File: src/hw/rtl/gb3_pkg.sv
`timescale 1ns / 1ps

package gb3_pkg;

  // One pixel as it sits in the row store: blue in the low byte.
  typedef struct packed {
    logic [7:0] red;
    logic [7:0] green;
    logic [7:0] blue;
  } pix_t;

  // Upper and middle row entries that share one row-store address.
  typedef struct packed {
    pix_t upper;
    pix_t middle;
  } row_pair_t;

  // Input item of the pixel stream.
  typedef struct packed {
    logic       op;
    logic [7:0] blue_in;
    logic [7:0] green_in;
    logic [7:0] red_in;
  } in_item_t;

  // Result item of the pixel stream.
  typedef struct packed {
    logic [7:0] blue_out;
    logic [7:0] green_out;
    logic [7:0] red_out;
    logic       frame_end;
  } out_item_t;

  // Item opcodes.
  localparam logic OP_DRAIN = 1'b1;

  // Register indexes, taken from paddr[2].
  localparam logic REG_IMAGE_WIDTH  = 1'b0;
  localparam logic REG_IMAGE_HEIGHT = 1'b1;

  // Register widths, reset values and limits.
  localparam int          WIDTH_REG_W  = 12;
  localparam int          HEIGHT_REG_W = 13;
  localparam logic [11:0] WIDTH_RESET  = 12'd640;
  localparam logic [12:0] HEIGHT_RESET = 13'd480;
  localparam logic [12:0] HEIGHT_MIN   = 13'd3;
  localparam logic [12:0] HEIGHT_MAX   = 13'd4096;

endpackage

File: src/hw/rtl/gb3_kernel.sv
`timescale 1ns / 1ps

module gb3_kernel (
  input  gb3_pkg::pix_t [8:0] win,
  output gb3_pkg::pix_t       blur
);

  // Binomial 1 2 1 / 2 4 2 / 1 2 1 over one channel, plus 8, divided by 16.
  function automatic logic [7:0] blur_chan(
    input logic [7:0] p0, input logic [7:0] p1, input logic [7:0] p2,
    input logic [7:0] p3, input logic [7:0] p4, input logic [7:0] p5,
    input logic [7:0] p6, input logic [7:0] p7, input logic [7:0] p8
  );
    logic [9:0]  corners;
    logic [9:0]  edges;
    logic [11:0] sum;
    corners = 10'(p0) + 10'(p2) + 10'(p6) + 10'(p8);
    edges   = 10'(p1) + 10'(p3) + 10'(p5) + 10'(p7);
    sum     = 12'd8 + 12'(corners) + {1'b0, edges, 1'b0} + {2'b00, p4, 2'b00};
    return sum[11:4];
  endfunction

  always_comb begin
    blur.blue  = blur_chan(win[0].blue, win[1].blue, win[2].blue,
                           win[3].blue, win[4].blue, win[5].blue,
                           win[6].blue, win[7].blue, win[8].blue);
    blur.green = blur_chan(win[0].green, win[1].green, win[2].green,
                           win[3].green, win[4].green, win[5].green,
                           win[6].green, win[7].green, win[8].green);
    blur.red   = blur_chan(win[0].red, win[1].red, win[2].red,
                           win[3].red, win[4].red, win[5].red,
                           win[6].red, win[7].red, win[8].red);
  end

endmodule

File: config.mk
export PLATFORM = sky130hd
export DESIGN_NAME = gb3_kernel
export DESIGN_NICKNAME = d
export VERILOG_FILES = /design/src/hw/rtl/gb3_pkg.sv /design/src/hw/rtl/gb3_kernel.sv
export SDC_FILE = /design/constraint.sdc
export NUM_CORES = 1
export LEC_CHECK = 0
export BUFFER_PORTS_ARGS = -buffer_cell sky130_fd_sc_hd__clkbuf_2
export CAP_MARGIN = 15
export CORE_AREA = 2 2 117 119
export DETAILED_ROUTE_END_ITERATION = 6
export DIE_AREA = 0 0 119 121
export PLACE_DENSITY = 0.79
export SLEW_MARGIN = 15
export SYNTH_ARGS = -nofsm -noshare
export SYNTH_HDL_FRONTEND = slang
export SYNTH_SLANG_ARGS = --single-unit
File: constraint.sdc
create_clock -name vclk -period 7.61
set_clock_uncertainty 0.1 [all_clocks]
set_input_delay 1.1415 -clock vclk [all_inputs]
set_output_delay 1.1415 -clock vclk [all_outputs]
set_load 0.01 [all_outputs]
# == Word-level counts from Yosys, hierarchy flattened ==
# Index checks and enable logic that the tools add are counted.
# W data, S select, Z words.
# classes
add_sub_neg,27
# op_table
operator,count
$add A10 B8 Y10,6
$add A9 B8 Y10,6
$add A8 B8 Y9,6
$add A11 B11 Y12,3
$add A12 B10 Y12,3
$add A4 B10 Y11 const A,3
# word_totals
ff_bits,0
in_bits,216
out_inout_bits,24
word_cells,27

# == Depth between registers and ports, before layout ==
# depth
depth_word,6
mapped_depth,22

# == Least setup slack after synthesis ==
# Ideal clock, no wire load.
# synth_path
kind,input port to output port
start,in win[41] (netlist bit)
end,out blur[23] (netlist bit)
arrival_time_ns,6.249
required_ns,6.368
setup_slack_ns,0.119
stages,22
cell_sequence,inv_1 -> fa_1 -> fa_1 -> inv_1 -> ha_1 -> inv_1 -> fa_1 -> nor2b_1 -> o21ai_0 -> nand2_1 -> xnor2_1 -> fa_1 -> fa_1 -> inv_1 -> fa_1 -> ha_1 -> ha_1 -> and3_1 -> a221oi_1 -> o21bai_1 -> a21oi_1 -> xnor2_1
# synth_lines
item,line_no,text
"start, declared",gb3_kernel.sv:4,"input gb3_pkg::pix_t [8:0] win,"
"end, declared",gb3_kernel.sv:5,output gb3_pkg::pix_t blur

==> qor.yml <==
min_path:
  hp-start: "win[208]"
  hold-path-endpoint: "blur[18]"
  worstHoldPathCells: 5
  hold_path.class: "input port to output pin"
drt:
  drt_wl_total_mm: 15.1
  wire_per_inst_um: 13.3
  ant_nets: 0
  drtIter0Drc: 125
  via_count: 5308
  drc: 0
  drtPass1Iterations: 4
  routed_via_density: 4.70
placed_design:
  globalplace.congestion: 0.837
  hpwl_mm: 12.7
  post_dp_cell_area_sq_um: 7710
  port_buffers: 240
synthesis:
  yosysMostFrequentCell: "inv_1"
  synth_top_area_cell: "fa_1"
  syn-num-nets: 1109
  synthesis.area_per_instance_sq_um: 9.03
  netlist_top_cells_count: "inv_1 (269), fa_1 (138), ha_1 (90)"
  synth_warnings: 0
  synthTopCellsByArea: "fa_1 (46%), ha_1 (19%), inv_1 (17%)"
  syn_inst: 665
  syn_area_sq_um: 6000
  synth-seq-area-share: 0
  synth_top_area_frac: 0.460
  synth_cell_types: 37
sta:
  final_hold_viol_count: 0
  fmax_mhz: 132
  rsz0062_at_grt: "yes"
  fin_crit_sh: 0.996
  slew_viol_final: 0
  fin_crit_ns: 7.58
  worst_pin_slew_ns: 0.456
  finalSetupViolCount: 0
  worst_hold_slack_ns: 2.79
  max_slew_margin: 0.695
finish:
  fillers: 1023
  seq_cells: 0
  fin_nets: 1400
  antennaDiodeCount: 0
  area_growth_pct: 40.1
  n_clock_buffer: 0
  drive_gt1_frac: 0.399
  fin_area_sq_um: 8410
  multi_input_area_sq_um: 5570
  ff_latch_area_sq_um: 0
global_route:
  grt_max_degree: 7
  track_usage: 0.202
  grt_antenna_before_repair: 0
  grt_pass1_wl_mm: 24.0
  grt_pass1_vias: 5806
  grt.overflow.total: 0
job:
  max_cap_violations: 0
outcome:
  status: "completed"
die:
  chipHeight_um: 121
  start_util: 0.459
  core_sq_um: 13100
  die_w_um: 119
  dieArea_sq_um: 14400
  rows: 42
  pin_count: 240
critical_path:
  worstSetupPathType: "input port to output pin"
  crit_required_ns: 6.37
  arrival_ns: 6.34
  end_kind: "output pin"
  crit_fanout: 3
  critPathLaunchType: "input port"
clock_tree:
  cts_hold_buf: 0
## cell usage in the layout, fill, tap and decap left out, types with 2 or more instances in the layout
cell type	instances
fa_1	131
fa_2	7
o21ai_2	4
xnor2_2	4
buf_6	9
nor2b_2	3
buf_4	43
nand3_1	9
a211oi_1	3
xnor2_1	22
clkbuf_2	225
and4_1	3
inv_2	17
nor2_1	14
o21a_1	6
nand2_1	10
xor2_2	3
xor2_1	11
a221oi_2	3
buf_2	12
a21oi_1	7
ha_1	59
ha_4	30
a21oi_2	9
inv_1	252
o211ai_1	4
o21bai_1	3
or3_1	3
a21o_1	5
nor4_1	3
o21ai_1	2
nor3_1	14
## layout make-up
type                       instances  share of cell area
timing repair buffer             289               0.191
tap                              176              0.0262
multi-input combinational        396               0.662
inverter                         269               0.120
## how the worst max path moves through the flow
stage / startpoint / endpoint / slack [ns] / cells past startpoint
finish: win[137] / blur[23] / 0.03 / 24
global route: win[137] / blur[23] / -0.28 / 24
CTS: win[42] / blur[23] / 0.002 / 23
detailed placement: win[25] / blur[7] / -0.25 / 23
global placement: win[41] / blur[23] / -0.15 / 24
floorplan: win[41] / blur[23] / 0.12 / 22
## logic make-up (layout without fill, tap and decap cells)
kind of cell,after synthesis,in the layout,synth area share
AOI/OAI and AO/OA,57,57,0.0654
buffers and inverters,269,558,0.168
xor gates and xnor gates,40,40,0.0584
and+or+nand+nor,71,71,0.0602
adders and majority gates,228,228,0.648
## through the flow
stage	setup TNS (ns)	utilization	cells	worst slack [ns]
CTS	0	0.616	1126	0.00157
global placement	-0.736	0.589	1119	-0.153
floorplan	0	-	665	0.119
finish	0	0.643	1130	0.0308
global route	-1.24	0.643	1130	-0.282
detailed placement	-1.36	0.589	1119	-0.251
## what timing repair did
item,4_1_cts,5_1_grt
endpoints found under the setup margin,12,16
buffers inserted,7,4
pin swaps,49,83
gates resized for setup,43,80
## critical path: stages
cell	delay (ns)
buf_6	0.07
inv_2	0.03
fa_1	0.56
fa_1	0.43
inv_2	0.09
ha_4	0.14
inv_1	0.05
fa_2	0.39
nor2b_2	0.15
o21ai_2	0.08
nand2_1	0.12
xnor2_2	0.12
fa_1	0.44
fa_1	0.49
inv_1	0.06
fa_2	0.55
ha_1	0.20
ha_4	0.22
a21o_1	0.19
a221oi_2	0.26
o21bai_1	0.10
a21oi_1	0.17
xnor2_1	0.13
buf_2	0.15
## layer usage
metal / GRT usage / vias up / share of wire / routed length [um]
met3: 0.0277 / 36 / 0.048 / 728
met1: 0.207 / 2578 / 0.34 / 5200
met5: 0 / - / 0 / 0
li1: - / 2531 / - / -
met4: 0.0417 / 0 / 0.034 / 507
met2: 0.427 / 163 / 0.57 / 8650
Power is left out: the tool's default activity adds up to more than one toggle a clock period on the data nets, which glitch-free logic cannot reach.
